[src/rtl/pps_pkg.sv]
// Package for the preemptive priority scheduler.
// Holds the table geometry, the job record type and the control state codes.
// No dependencies.
`timescale 1ns / 1ps

package pps_pkg;

  // Number of job slots and width of the tick counter.
  localparam int SLOTS     = 16;
  localparam int TIME_BITS = 16;

  // Fixed widths of the transaction fields.
  localparam int SLOT_FW = 4;
  localparam int TAG_W   = 16;
  localparam int TIME_FW = 16;
  localparam int PRIO_W  = 8;
  localparam int WORK_W  = 16;

  // Index width into the table and a counter wide enough to hold SLOTS itself.
  localparam int SLOT_W = (SLOTS > 1) ? $clog2(SLOTS) : 1;
  localparam int CNT_W  = SLOT_W + 1;

  // Width used for time arithmetic: wide enough for the clock plus one carry.
  localparam int CALC_W = ((TIME_BITS > TIME_FW) ? TIME_BITS : TIME_FW) + 1;

  // Width for comparing a 4-bit slot field against the table depth.
  localparam int SCMP_W = ((SLOT_FW > SLOT_W) ? SLOT_FW : SLOT_W) + 1;

  // One job slot as stored in the table memory.
  typedef struct packed {
    logic [TAG_W-1:0]   tag;
    logic [TIME_FW-1:0] arrival;
    logic [PRIO_W-1:0]  prio;
    logic [WORK_W-1:0]  burst;
    logic [WORK_W-1:0]  remaining;
  } job_rec_t;

  // Write request into the table.
  typedef struct packed {
    logic              en;
    logic [SLOT_W-1:0] idx;
    job_rec_t          rec;
  } tbl_wr_t;

  // Sequencer states, one-hot.
  typedef enum logic [3:0] {
    ST_IDLE = 4'b0001,
    ST_SCAN = 4'b0010,
    ST_LAST = 4'b0100,
    ST_WB   = 4'b1000
  } state_t;

  // Operation codes of an input transaction.
  localparam logic OP_LOAD = 1'b0;
  localparam logic OP_TICK = 1'b1;

endpackage

[src/rtl/preemptive_priority_scheduler.sv]
// Top level of the preemptive priority scheduler.
// Sequences loads and tick scans over the job table and holds the result register.
// Depends on pps_pkg and pps_table.
`timescale 1ns / 1ps

// A load transaction writes one job slot and produces no result; a load to a slot
// beyond the table is dropped. A tick transaction reads the job table one slot per
// cycle through the table's single read port. After a tick is accepted, in_ready
// stays low while the block reads every slot, judges the last slot, then writes
// the served job's reduced work back and loads the result register. No new
// transaction is accepted until the tick has retired, and the write-back state
// holds for as long as the result register is full and out_ready is low. The
// served job is the valid slot with work left, an arrival time not later than the
// current tick and the smallest priority value; ties go to the lowest slot. Every
// tick yields exactly one result transaction, with ran low when nothing was ready.
// The tick counter advances after each tick and saturates at its maximum. The result
// register lets a new transaction be accepted while a result still waits for
// out_ready; a tick can only retire once that register is free. Slot valid flags
// are cleared by reset; there is no clearing pass over the table.
module preemptive_priority_scheduler (
  input  logic                          clk,
  input  logic                          rst_n,

  input  logic                          in_valid,
  output logic                          in_ready,
  input  logic                          in_op,
  input  logic [pps_pkg::SLOT_FW-1:0]   in_slot,
  input  logic [pps_pkg::TAG_W-1:0]     in_job_tag,
  input  logic [pps_pkg::TIME_FW-1:0]   in_arrival,
  input  logic [pps_pkg::PRIO_W-1:0]    in_prio,
  input  logic [pps_pkg::WORK_W-1:0]    in_burst,

  output logic                          out_valid,
  input  logic                          out_ready,
  output logic                          out_ran,
  output logic [pps_pkg::SLOT_FW-1:0]   out_served_slot,
  output logic [pps_pkg::TAG_W-1:0]     out_served_tag,
  output logic                          out_finished,
  output logic [pps_pkg::TIME_FW-1:0]   out_wait_time,
  output logic [pps_pkg::TIME_FW-1:0]   out_turnaround,
  output logic [pps_pkg::TIME_FW-1:0]   out_time_now
);

  localparam int CW = pps_pkg::CALC_W;

  pps_pkg::state_t state_r, state_nxt;

  logic [pps_pkg::CNT_W-1:0]     cnt_r, cnt_nxt;
  logic [pps_pkg::SLOT_W-1:0]    eval_idx_r, eval_idx_nxt;
  logic [pps_pkg::TIME_BITS-1:0] time_r, time_nxt;

  // Best candidate found so far during a scan.
  logic                          found_r, found_nxt;
  logic [pps_pkg::SLOT_W-1:0]    best_idx_r, best_idx_nxt;
  pps_pkg::job_rec_t             best_rec_r, best_rec_nxt;

  // Result register.
  logic                          out_valid_r, out_valid_nxt;
  logic                          ran_r, ran_nxt;
  logic [pps_pkg::SLOT_FW-1:0]   served_slot_r, served_slot_nxt;
  logic [pps_pkg::TAG_W-1:0]     served_tag_r, served_tag_nxt;
  logic                          finished_r, finished_nxt;
  logic [pps_pkg::TIME_FW-1:0]   wait_time_r, wait_time_nxt;
  logic [pps_pkg::TIME_FW-1:0]   turnaround_r, turnaround_nxt;
  logic [pps_pkg::TIME_FW-1:0]   time_now_r, time_now_nxt;

  // Table interface.
  pps_pkg::tbl_wr_t              tbl_wr;
  logic                          tbl_rd_en;
  logic [pps_pkg::SLOT_W-1:0]    tbl_rd_idx;
  pps_pkg::job_rec_t             tbl_rd_rec;
  logic                          tbl_rd_valid;

  logic                          in_fire;
  logic                          eval_en;
  logic                          cand_ok;
  logic                          retire;
  logic                          slot_in_range;
  logic [CW-1:0]                 fin_time;
  logic [CW-1:0]                 tat_full;
  logic [CW-1:0]                 wait_full;
  logic [pps_pkg::WORK_W-1:0]    rem_dec;

  pps_table u_table (
    .clk      (clk),
    .rst_n    (rst_n),
    .wr       (tbl_wr),
    .rd_en    (tbl_rd_en),
    .rd_idx   (tbl_rd_idx),
    .rd_rec   (tbl_rd_rec),
    .rd_valid (tbl_rd_valid)
  );

  assign in_ready = (state_r == pps_pkg::ST_IDLE);
  assign in_fire  = in_valid && in_ready;

  assign slot_in_range =
    (pps_pkg::SCMP_W'(in_slot) < pps_pkg::SCMP_W'(pps_pkg::SLOTS));

  // Table data for the slot read in the previous cycle is judged while scanning
  // and in the final judging state.
  assign eval_en = (state_r == pps_pkg::ST_LAST) ||
                   ((state_r == pps_pkg::ST_SCAN) && (cnt_r != '0));

  // A slot is a candidate when it holds work, has arrived and beats the best so far.
  // A strict compare keeps the lowest slot on equal priority.
  assign cand_ok = tbl_rd_valid && (tbl_rd_rec.remaining != '0) &&
                   (CW'(tbl_rd_rec.arrival) <= CW'(time_r)) &&
                   (!found_r || (tbl_rd_rec.prio < best_rec_r.prio));

  // The tick retires once the result register can take its result.
  assign retire = (state_r == pps_pkg::ST_WB) && (!out_valid_r || out_ready);

  // Completion statistics for the served job; the finish time is the tick plus one.
  assign rem_dec   = best_rec_r.remaining - pps_pkg::WORK_W'(1);
  assign fin_time  = CW'(time_r) + CW'(1);
  assign tat_full  = fin_time - CW'(best_rec_r.arrival);
  assign wait_full = (tat_full > CW'(best_rec_r.burst)) ?
                     (tat_full - CW'(best_rec_r.burst)) : '0;

  always_comb begin
    state_nxt       = state_r;
    cnt_nxt         = cnt_r;
    eval_idx_nxt    = eval_idx_r;
    time_nxt        = time_r;
    found_nxt       = found_r;
    best_idx_nxt    = best_idx_r;
    best_rec_nxt    = best_rec_r;
    out_valid_nxt   = out_valid_r;
    ran_nxt         = ran_r;
    served_slot_nxt = served_slot_r;
    served_tag_nxt  = served_tag_r;
    finished_nxt    = finished_r;
    wait_time_nxt   = wait_time_r;
    turnaround_nxt  = turnaround_r;
    time_now_nxt    = time_now_r;

    tbl_wr          = '0;
    tbl_rd_en       = 1'b0;
    tbl_rd_idx      = cnt_r[pps_pkg::SLOT_W-1:0];

    if (out_valid_r && out_ready) begin
      out_valid_nxt = 1'b0;
    end

    if (eval_en && cand_ok) begin
      found_nxt    = 1'b1;
      best_idx_nxt = eval_idx_r;
      best_rec_nxt = tbl_rd_rec;
    end

    unique case (state_r)
      pps_pkg::ST_IDLE: begin
        if (in_fire) begin
          if (in_op == pps_pkg::OP_LOAD) begin
            // A load to a slot beyond the table is dropped.
            tbl_wr.en            = slot_in_range;
            tbl_wr.idx           = pps_pkg::SLOT_W'(in_slot);
            tbl_wr.rec.tag       = in_job_tag;
            tbl_wr.rec.arrival   = in_arrival;
            tbl_wr.rec.prio      = in_prio;
            tbl_wr.rec.burst     = in_burst;
            tbl_wr.rec.remaining = in_burst;
          end else begin
            cnt_nxt   = '0;
            found_nxt = 1'b0;
            state_nxt = pps_pkg::ST_SCAN;
          end
        end
      end

      pps_pkg::ST_SCAN: begin
        tbl_rd_en    = 1'b1;
        eval_idx_nxt = cnt_r[pps_pkg::SLOT_W-1:0];
        cnt_nxt      = cnt_r + pps_pkg::CNT_W'(1);
        if (cnt_r == pps_pkg::CNT_W'(pps_pkg::SLOTS - 1)) begin
          state_nxt = pps_pkg::ST_LAST;
        end
      end

      pps_pkg::ST_LAST: begin
        state_nxt = pps_pkg::ST_WB;
      end

      pps_pkg::ST_WB: begin
        if (retire) begin
          // Write the served job back with one tick less of work.
          tbl_wr.en            = found_r;
          tbl_wr.idx           = best_idx_r;
          tbl_wr.rec           = best_rec_r;
          tbl_wr.rec.remaining = rem_dec;

          out_valid_nxt   = 1'b1;
          ran_nxt         = found_r;
          served_slot_nxt = found_r ? pps_pkg::SLOT_FW'(best_idx_r) : '0;
          served_tag_nxt  = found_r ? best_rec_r.tag : '0;
          finished_nxt    = 1'b0;
          wait_time_nxt   = '0;
          turnaround_nxt  = '0;
          if (found_r && (rem_dec == '0)) begin
            finished_nxt   = 1'b1;
            wait_time_nxt  = (wait_full > CW'({pps_pkg::TIME_FW{1'b1}})) ?
                             {pps_pkg::TIME_FW{1'b1}} :
                             pps_pkg::TIME_FW'(wait_full);
            turnaround_nxt = (tat_full > CW'({pps_pkg::TIME_FW{1'b1}})) ?
                             {pps_pkg::TIME_FW{1'b1}} :
                             pps_pkg::TIME_FW'(tat_full);
          end
          time_now_nxt = pps_pkg::TIME_FW'(time_r);

          // The tick counter stops at its maximum.
          if (time_r != {pps_pkg::TIME_BITS{1'b1}}) begin
            time_nxt = time_r + pps_pkg::TIME_BITS'(1);
          end
          state_nxt = pps_pkg::ST_IDLE;
        end
      end

      default: begin
        state_nxt = pps_pkg::ST_IDLE;
      end
    endcase
  end

  // Control state.
  always_ff @(posedge clk) begin
    if (!rst_n) begin
      state_r     <= pps_pkg::ST_IDLE;
      cnt_r       <= '0;
      time_r      <= '0;
      found_r     <= 1'b0;
      out_valid_r <= 1'b0;
    end else begin
      state_r     <= state_nxt;
      cnt_r       <= cnt_nxt;
      time_r      <= time_nxt;
      found_r     <= found_nxt;
      out_valid_r <= out_valid_nxt;
    end
  end

  // Payload registers.
  always_ff @(posedge clk) begin
    eval_idx_r    <= eval_idx_nxt;
    best_idx_r    <= best_idx_nxt;
    best_rec_r    <= best_rec_nxt;
    ran_r         <= ran_nxt;
    served_slot_r <= served_slot_nxt;
    served_tag_r  <= served_tag_nxt;
    finished_r    <= finished_nxt;
    wait_time_r   <= wait_time_nxt;
    turnaround_r  <= turnaround_nxt;
    time_now_r    <= time_now_nxt;
  end

  assign out_valid       = out_valid_r;
  assign out_ran         = ran_r;
  assign out_served_slot = served_slot_r;
  assign out_served_tag  = served_tag_r;
  assign out_finished    = finished_r;
  assign out_wait_time   = wait_time_r;
  assign out_turnaround  = turnaround_r;
  assign out_time_now    = time_now_r;

endmodule

[src/rtl/pps_table.sv]
// Job table of the preemptive priority scheduler.
// One synchronous memory of job records with a registered read, plus per-slot valid flags.
// Depends on pps_pkg.
`timescale 1ns / 1ps

module pps_table (
  input  logic                            clk,
  input  logic                            rst_n,
  input  pps_pkg::tbl_wr_t                wr,
  input  logic                            rd_en,
  input  logic [pps_pkg::SLOT_W-1:0]      rd_idx,
  output pps_pkg::job_rec_t               rd_rec,
  output logic                            rd_valid
);

  pps_pkg::job_rec_t mem [pps_pkg::SLOTS];

  logic [pps_pkg::SLOTS-1:0] valid_r;
  pps_pkg::job_rec_t         rd_rec_r;
  logic                      rd_valid_r;

  // Record storage: one write port, one registered read port.
  always_ff @(posedge clk) begin
    if (wr.en) begin
      mem[wr.idx] <= wr.rec;
    end
    if (rd_en) begin
      rd_rec_r <= mem[rd_idx];
    end
  end

  // Valid flags are cleared at reset and set by any write to the slot.
  always_ff @(posedge clk) begin
    if (!rst_n) begin
      valid_r    <= '0;
      rd_valid_r <= 1'b0;
    end else begin
      if (wr.en) begin
        valid_r[wr.idx] <= 1'b1;
      end
      if (rd_en) begin
        rd_valid_r <= valid_r[rd_idx];
      end
    end
  end

  assign rd_rec   = rd_rec_r;
  assign rd_valid = rd_valid_r;

endmodule

[config.mk]
export PLATFORM = sky130hd
export DESIGN_NAME = preemptive_priority_scheduler
export DESIGN_NICKNAME = d
export VERILOG_FILES = /design/src/rtl/pps_pkg.sv /design/src/rtl/preemptive_priority_scheduler.sv /design/src/rtl/pps_table.sv
export SDC_FILE = /design/constraint.sdc
export NUM_CORES = 1
export LEC_CHECK = 0
export ABC_AREA = 0
export BUFFER_PORTS_ARGS = -buffer_cell sky130_fd_sc_hd__buf_2
export CORE_ASPECT_RATIO = 2
export CORE_MARGIN = 10
export CORE_UTILIZATION = 53
export CTS_BUF_LIST = sky130_fd_sc_hd__clkbuf_2
export DETAILED_ROUTE_END_ITERATION = 12
export GPL_ROUTABILITY_DRIVEN = 0
export PLACE_DENSITY_LB_ADDON = 0.2
export SLEW_MARGIN = 20
export SYNTH_ARGS = -nofsm -noshare
export SYNTH_HDL_FRONTEND = slang
export SYNTH_HIERARCHICAL = 1
export SYNTH_SLANG_ARGS = --single-unit
[constraint.sdc]
create_clock -name clk -period 29.5 [get_ports clk]
set_input_delay 2.95 -clock clk [delete_from_list [all_inputs] [get_ports clk]]
set_output_delay 2.95 -clock clk [all_outputs]
set_load 0.1 [all_outputs]
Yosys cells after proc, flatten, opt, wreduce, memory -nomap -nowiden --
Memories as Yosys holds them, arrays and structs flattened. A register that Yosys moved wholly into a read port is not among the register bits. Cells that the tools add are included.
Storage, ports and cells: input bits 65, bits in registers 194, memory bits (writable) 1152, logic and storage cells 100, output and inout port bits 72, memories 1
Cells by class: mux-type cells 30, equality and inequality tests 10, $lt $le $gt $ge 8, add/sub/neg operators 6, reduce and logical (&&, ||, !) cells 23, bitwise gates (word level) 1
Memories:
- u_table.mem | words 16, bits a word 72, rd ports 1, clocked after Yosys merged registers in 1, write ports 1, line pps_table.sv:16 | pps_pkg::job_rec_t mem [pps_pkg::SLOTS];
Operators by type and width (number):
- 77-bit two-way mux | 3
- 77-bit one-hot mux with 2 select lines | 1
- 17-bit by 16-bit > comparator with 1-bit output (second input constant) | 2
- 17-bit by 16-bit subtractor with 17-bit output | 2
- 16-bit two-way mux | 2
- 16-bit by 1-bit adder with 17-bit output (second input constant) | 1
- 17-bit by 16-bit > comparator with 1-bit output | 1
- 17-bit two-way mux | 1
- 16-bit by 1-bit adder with 16-bit output (second input constant) | 1
- 16-bit <= comparator | 1
- 16-bit zero test | 1
- 4-bit two-way mux | 4
- 16-bit inequality test (second input constant) | 1
- 16-bit bitwise OR | 1
- 4-bit one-hot mux with 4 select lines | 1
- 16-bit nonzero test | 1
- 16-bit by 1-bit subtractor with 16-bit output (second input constant) | 1
- 1-bit two-way mux | 13
- 1-bit logical AND | 10
- 4-bit by 5-bit < comparator with 1-bit output (second input constant) | 2
- 5-bit two-way mux | 2
- 5-bit one-hot mux with 2 select lines | 1
- 8-bit < comparator | 1
- 2-bit by 1-bit inequality test with 1-bit output (second input constant) | 3
- 17 further kinds | 21

Logic depth before layout (Yosys ltp) --
Gate-level depths: netlist of run 1.
word-level depth 10, gate-level depth with buffers 23, depth with buffers taken out 22

Hierarchy --
Netlist of run 1, hierarchy kept.
By module, submodules not included:
- pps_table | seq. area each 37095.6 um2, times used 1, cells an instance 1741, area each 46151.8 um2
- preemptive_priority_scheduler | seq. area each 5044.8 um2, times used 1, cells an instance 872, area each 9542.9 um2

Worst setup path before layout of run 1 --
No wires, ideal clock.
path kind input port to flip-flop, start input port out_ready, end memory u_table/mem[12][0] (netlist name) (enable), buffers on the path 1, setup time 0.593 ns, data required time 28.907 ns, path slack 17.890 ns, data arrival time 11.017 ns, stages 7, cell sequence nand2b_1 > nand2_1 > clkinv_1 > clkbuf_1 > a22o_1 > nand3_1 > nor3_1
RTL lines:
- start: declaration | line preemptive_priority_scheduler.sv:34 | input logic out_ready,
- end: declaration | line pps_table.sv:16

Worst setup path after layout of run 1 --
start register state_r[3], end output port in_ready
On the way: cells in the longest elaborated chain, start to end 1
Ends and longest elaborated chain:
- start: declaration | line preemptive_priority_scheduler.sv:46 | pps_pkg::state_t state_r, state_nxt;
- start signal: assignment | line preemptive_priority_scheduler.sv:228 | state_r <= pps_pkg::ST_IDLE;
- start signal: assignment | line preemptive_priority_scheduler.sv:234 | state_r <= state_nxt;
- 4-bit by 1-bit equality test with 1-bit output | line preemptive_priority_scheduler.sv:94 | assign in_ready = (state_r == pps_pkg::ST_IDLE);
- end: declaration | line preemptive_priority_scheduler.sv:25 | output logic in_ready,
Every way passes these cells.

==> flow_metrics.tcl, run 1 <==
set metrics [dict create \
    drive_above_1_share 0.336 \
    fin_nets 3186 \
    clock_power_share 0.316 \
    antenna_found_initial 3 \
    postCtsSetupBuffers 0 \
    crit_type "flip-flop to primary output" \
    setup_tns_ns 0 \
    via_per_inst 6.07 \
    critPathCaptureType "primary output" \
    hold_class "flip-flop to flip-flop" \
    die_x_um 249 \
    synthTopCellsByArea "edfxtp_1 (74%), mux4_2 (15%), ha_1 (1.7%)" \
    period_needed_ns 6.00 \
    die-area_mm2 0.119 \
    seq_area_frac_synth 0.757 \
    final-setup-viol-count 0 \
    first_pass_iters 5 \
    grt_overflow 0 \
    worst-path-max-fanout 6 \
    rows 168 \
    routedWlPerCell_um 28.9 \
    grt_max_degree 71 \
    core_area_mm2 0.105 \
    p_int_mw 2.68 \
    synth_top_family_by_area "multiplexers" \
    grt_pass1_vias 30200 \
    dr.first_iter.drc_count 2606 \
    avgSynthCellArea_um2 21.3 \
    synth-compound-area-share 0.0283 \
    critPathArrivalTime_ns 3.05 \
    synth_xor_area_frac 0.00878 \
    yosysWarnings 6 \
    top_register "u_table/mem" \
    cts_resized 0 \
    htreeDepth 5 \
    p_per_area_mw_per_mm2 57.7 \
    track_usage 0.225 \
    muxShareOfSynthArea 0.147 \
    critPathRequiredTime_ns 26.55 \
    status "completed" \
    clock_sinks 1418 \
    cts_tree "built" \
    holdWs_ns 0.411 \
    dp_hpwl_um 76300 \
    maxSlewHeadroom 0.287 \
    io_buffers 136 \
    yosysTopAreaCell "edfxtp_1" \
    clock_latency_ns 1.63 \
    wl_um 133000 \
    ir_drop_uv 41.0 \
    num_vias 28000 \
    power_frac_seq 0.638 \
    io_pins 137 \
    yosysUniqueCellTypes 68 \
    netlist.area_leader.share 0.741 \
    die_h_um 478 \
    max_cap_violations 0 \
    synth_area_mm2 0.0557 \
    synthAdderAreaFrac 0.0178 \
    netSwitchingPower_mw 0.825 \
    combPwrFrac 0.045 \
    fmax_mhz 167 \
    floorplan.initialDensity 0.532 \
    synth-seq-cells 1418 \
    cts_buffer_depth 4 \
    cts_root_buffer "clkbuf_2" \
    antenna_left 0 \
    clk_pin_slew_worst_paths_ns 0.11 \
    hold_violations 0 \
    remaining_drc_errors 0 \
    period_share 0.204 \
    async_flop_share 0 \
    start_kind "flip-flop" \
    synth_ff_type "edfxtp_1" \
    power.leakage_nw 20.1 \
    finClkSkew_ns 0.136 \
    holdBufCountCts 0 \
    synth-edff-count 1374 \
    cts_buffers 307 \
    synth-simple-area-share 0.0229 \
    area_growth_pct 9.26 \
    rsz0062_at_grt "no" \
    synthCells 2613 \
    largest_reg_flops 1152 \
    grt_pass1_wl_um 197000 \
    switching_share 0.235 \
    maxSlewViolCount 0 \
    tightest_slew_ns 1.06 \
    syn_nets 2756 \
]
-- power by group through the flow --
stage | sequential, mW | clock [mW] | combinational [mW]
after global routing | 2.24 | 1.25 | 0.171
final | 2.24 | 1.11 | 0.160
after CTS | 2.24 | 1.15 | 0.161
after global placement | 2.29 | 0 | 0.156
after detailed placement | 2.29 | 0 | 0.161
after floorplan | 2.28 | 0 | 0.109
-- worst max-delay path, cell delays in order, from the launching register on --
cell      delay [ns]
dfxtp_1         0.38
nand2b_1        0.18
or3_1           0.36
inv_1           0.15
buf_2           0.45
-- worst paths after layout --
check	startpoint	end	slack, ns	cells after the start
max	state_r[3]	in_ready	23.50	4
min	u_table/rd_rec[31]	best_rec_r[31]	0.41	0
max reg2reg	time_r[1]	out_wait_time[14]	23.99	20
min reg2reg	u_table/rd_rec[31]	best_rec_r[31]	0.41	0
-- cell usage after synthesis, types with 22 or more instances --
cell type	count
nand2_1	71
and2_1	33
nor2_1	43
edfxtp_1	1374
inv_1	94
clkbuf_1	54
o21ai_0	75
a22o_1	22
ha_1	76
xnor2_1	38
buf_6	33
mux4_2	362
a21oi_1	56
dfxtp_1	44
-- final cells by class --
type,instances,area [um^2]
clock inverter,84,333
sequential,1418,42200
multi-input combinational,992,12700
timing repair buffer,228,1440
inverter,96,365
fill,7819,43800
antenna,4,10.0
clock buffer,429,2150
tap,1360,1700
-- layer usage --
layer	share of wire	vias to the layer above	global-route usage
met5	0	-	0
met4	0.029	0	0.0841
met3	0.067	219	0.0433
met2	0.54	1225	0.400
met1	0.36	14700	0.268
li1	-	11800	-
-- per-stage QoR --
stage / setup slack [ns] / instance area [um^2] / instances / utilization / power (mW)
3_5_place_dp: 22.37 / 58300 / 4089 / 0.557 / 2.45
2_1_floorplan: 17.89 / 55700 / 2613 / - / 2.39
3_3_place_gp: 22.36 / 58200 / 4084 / 0.556 / 2.44
6_report: 23.50 / 60900 / 4611 / 0.581 / 3.51
4_1_cts: 23.34 / 60800 / 4602 / 0.580 / 3.55
5_1_grt: 23.30 / 60800 / 4608 / 0.581 / 3.66
-- cell usage in the layout, fill, tap and decap left out, drive strengths merged, types with 66 or more instances in the layout --
master / Yosys / layout
nand2: 71 / 71
edfxtp: 1374 / 1374
clkbuf: 54 / 430
o21ai: 77 / 77
clkinv: 1 / 79
a21oi: 66 / 66
buf: 53 / 227
ha: 76 / 76
inv: 95 / 101
mux4: 362 / 362
-- logic make-up (layout without fill, tap and decap cells) --
logic type      count (synthesis)  count (layout)
flops                        1418            1418
xor+xnor                       55              55
mux                           367             367
compound gates                243             243
buf+inv                       203             837
simple gates                  249             249
fa+ha+maj                      78              78
other cells                     0               4
No activity file was read; power rests on OpenSTA's default activity.
==> run 2, diff against run 1 <==
- clock period: 29.5 -> 5.5 ns (I/O delays scaled with it)
==> flow_metrics.tcl, run 2 (synthesis results as in run 1) <==
set metrics [dict create \
    htreeDepth 5 \
    ir_drop_uv 179 \
    largest_reg_flops 1152 \
    via_per_inst 6.10 \
    grt_overflow 0 \
    antenna_found_initial 5 \
    netSwitchingPower_mw 4.46 \
    period_share 0.890 \
    max_cap_violations 0 \
    dr.first_iter.drc_count 2692 \
    grt_pass1_wl_um 203000 \
    start_kind "flip-flop" \
    maxSlewViolCount 0 \
    postLayoutCoreUtil 0.595 \
    worst-path-max-fanout 10 \
    floorplan.initialDensity 0.532 \
    p_per_area_mw_per_mm2 305 \
    status "completed" \
    clock_latency_ns 1.62 \
    mostFrequentLayoutCell "edfxtp_1" \
    cts_root_buffer "clkbuf_2" \
    io_pins 137 \
    grt_max_degree 154 \
    clk_pin_slew_worst_paths_ns 0.12 \
    min_from "in_arrival[10]" \
    hold_violations 0 \
    rows 168 \
    core_area_mm2 0.105 \
    cts_buffers 316 \
    io_buffers 136 \
    clock_power_share 0.319 \
    fmax_mhz 204 \
    fin_nets 3303 \
    routedWlPerCell_um 29.3 \
    final-setup-viol-count 0 \
    switching_share 0.235 \
    final_cell_mix "edfxtp_1 (1374), clkbuf_2 (427), mux4_2 (362), buf_2 (136), dlygate4sd3_1 (107)" \
    first_pass_iters 6 \
    critPathArrivalTime_ns 6.19 \
    p_int_mw 14.5 \
    tightest_slew_ns 1.07 \
    setup_tns_ns 0 \
    die_h_um 478 \
    r2r_start "time_r[1]" \
    period_needed_ns 4.90 \
    finClkSkew_ns 0.118 \
    power_frac_seq 0.633 \
    die_x_um 249 \
    hold_class "input port to flip-flop" \
    wl_um 138000 \
    power.leakage_nw 20.5 \
    rsz0062_at_grt "no" \
    top_register "u_table/mem" \
    num_vias 28700 \
    track_usage 0.233 \
    critPathRequiredTime_ns 6.80 \
    critPathCaptureType "flip-flop" \
    nFillCells 7683 \
    clock_sinks 1418 \
    antenna_left 0 \
    remaining_drc_errors 0 \
    total_power_mw 19.0 \
    area_growth_pct 11.9 \
    cts_resized 0 \
    crit_type "flip-flop to flip-flop" \
    cts_tree "built" \
    grt_pass1_vias 30800 \
    dp_hpwl_um 76000 \
    critPathLaunch "time_r[1]" \
    cts_buffer_depth 4 \
    maxSlewHeadroom 0.289 \
    die-area_mm2 0.119 \
    drive_above_1_share 0.328 \
    combPwrFrac 0.048 \
]
## run 2: cell count changes in the layout (fill, tap and decap cells not counted), moves of 3 or more
cell,change
dlygate4sd3_1,+107
buf_16,-3
buf_4,-27
o21ai_0,-7
nor3_4,+4
clkinv_2,-5
clkinv_1,-10
o21ai_2,+6
nor3_2,-4
buf_12,+31
## run 2: critical path, stage by stage, from the launching register on
cell and delay (ns):
dfxtp_1 0.40, inv_1 0.10, ha_1 0.28, inv_1 0.03, ha_1 0.21, fa_1 0.47, a21o_1 0.17, a21oi_1 0.27
o21a_1 0.18, nor2_1 0.06, nand2_1 0.07, o221ai_1 0.13, xnor2_1 0.25, inv_1 0.08, ha_1 0.34, a21oi_1 0.14
o21ai_0 0.14, a21oi_1 0.33, o21ai_0 0.21, xnor2_2 0.42, buf_4 0.27, a21oi_1 0.09
## run 2: path summary, 6_finish.rpt
check                                          end  slack, ns  depth (start not counted)
worst max-delay path              out_wait_time[1]       0.60                         21
worst min-delay path            u_table/mem[9][50]       0.12                          4
worst max register to register    out_wait_time[1]       0.60                         21
worst min register to register      best_rec_r[27]       0.38                          0
## run 2: cell type report
class | instances | area, um^2 | area share
timing repair buffer | 336 | 2860 | 0.0459
antenna | 6 | 15.0 | 0.000241
sequential | 1418 | 42200 | 0.677
tap | 1360 | 1700 | 0.0273
inverter | 96 | 365 | 0.00586
clock buffer | 427 | 2140 | 0.0343
clock inverter | 70 | 327 | 0.00524
multi-input combinational | 992 | 12700 | 0.205
## run 2: repair_timing
item                                    CTS  global route
hold buffers                            105             2
setup buffers                             0             0
endpoints found under the hold margin  1488             7
## run 2: through the flow
step / cells / worst slack, ns / hold slack [ns] / cell area (um^2)
final: 4705 / 0.605 / 0.123 / 62300
after floorplan: 2613 / 0.213 / 0.400 / 55800
after global routing: 4705 / 0.348 / -0.000286 / 62300
after CTS: 4695 / 0.706 / 0.00283 / 62200
after global placement: 4092 / 0.689 / 0.400 / 58700
after detailed placement: 4093 / 0.691 / 0.405 / 58700
## run 2: power groups by stage
stage | Clock [mW] | Sequential (mW) | Combinational (mW)
after floorplan | 0 | 12.2 | 0.591
after global placement | 0 | 12.3 | 0.827
after detailed placement | 0 | 12.3 | 0.860
after CTS | 6.26 | 12.0 | 0.924
after global routing | 6.76 | 12.0 | 0.985
final | 6.05 | 12.0 | 0.918
## run 2: routing by layer
| metal | up-vias | share of wire | global-route usage |
|---|---|---|---|
| li1 | 12000 | - | - |
| met1 | 15100 | 0.38 | 0.290 |
| met2 | 1317 | 0.52 | 0.395 |
| met3 | 236 | 0.078 | 0.0513 |
| met4 | 0 | 0.029 | 0.0851 |
| met5 | - | 0 | 0 |
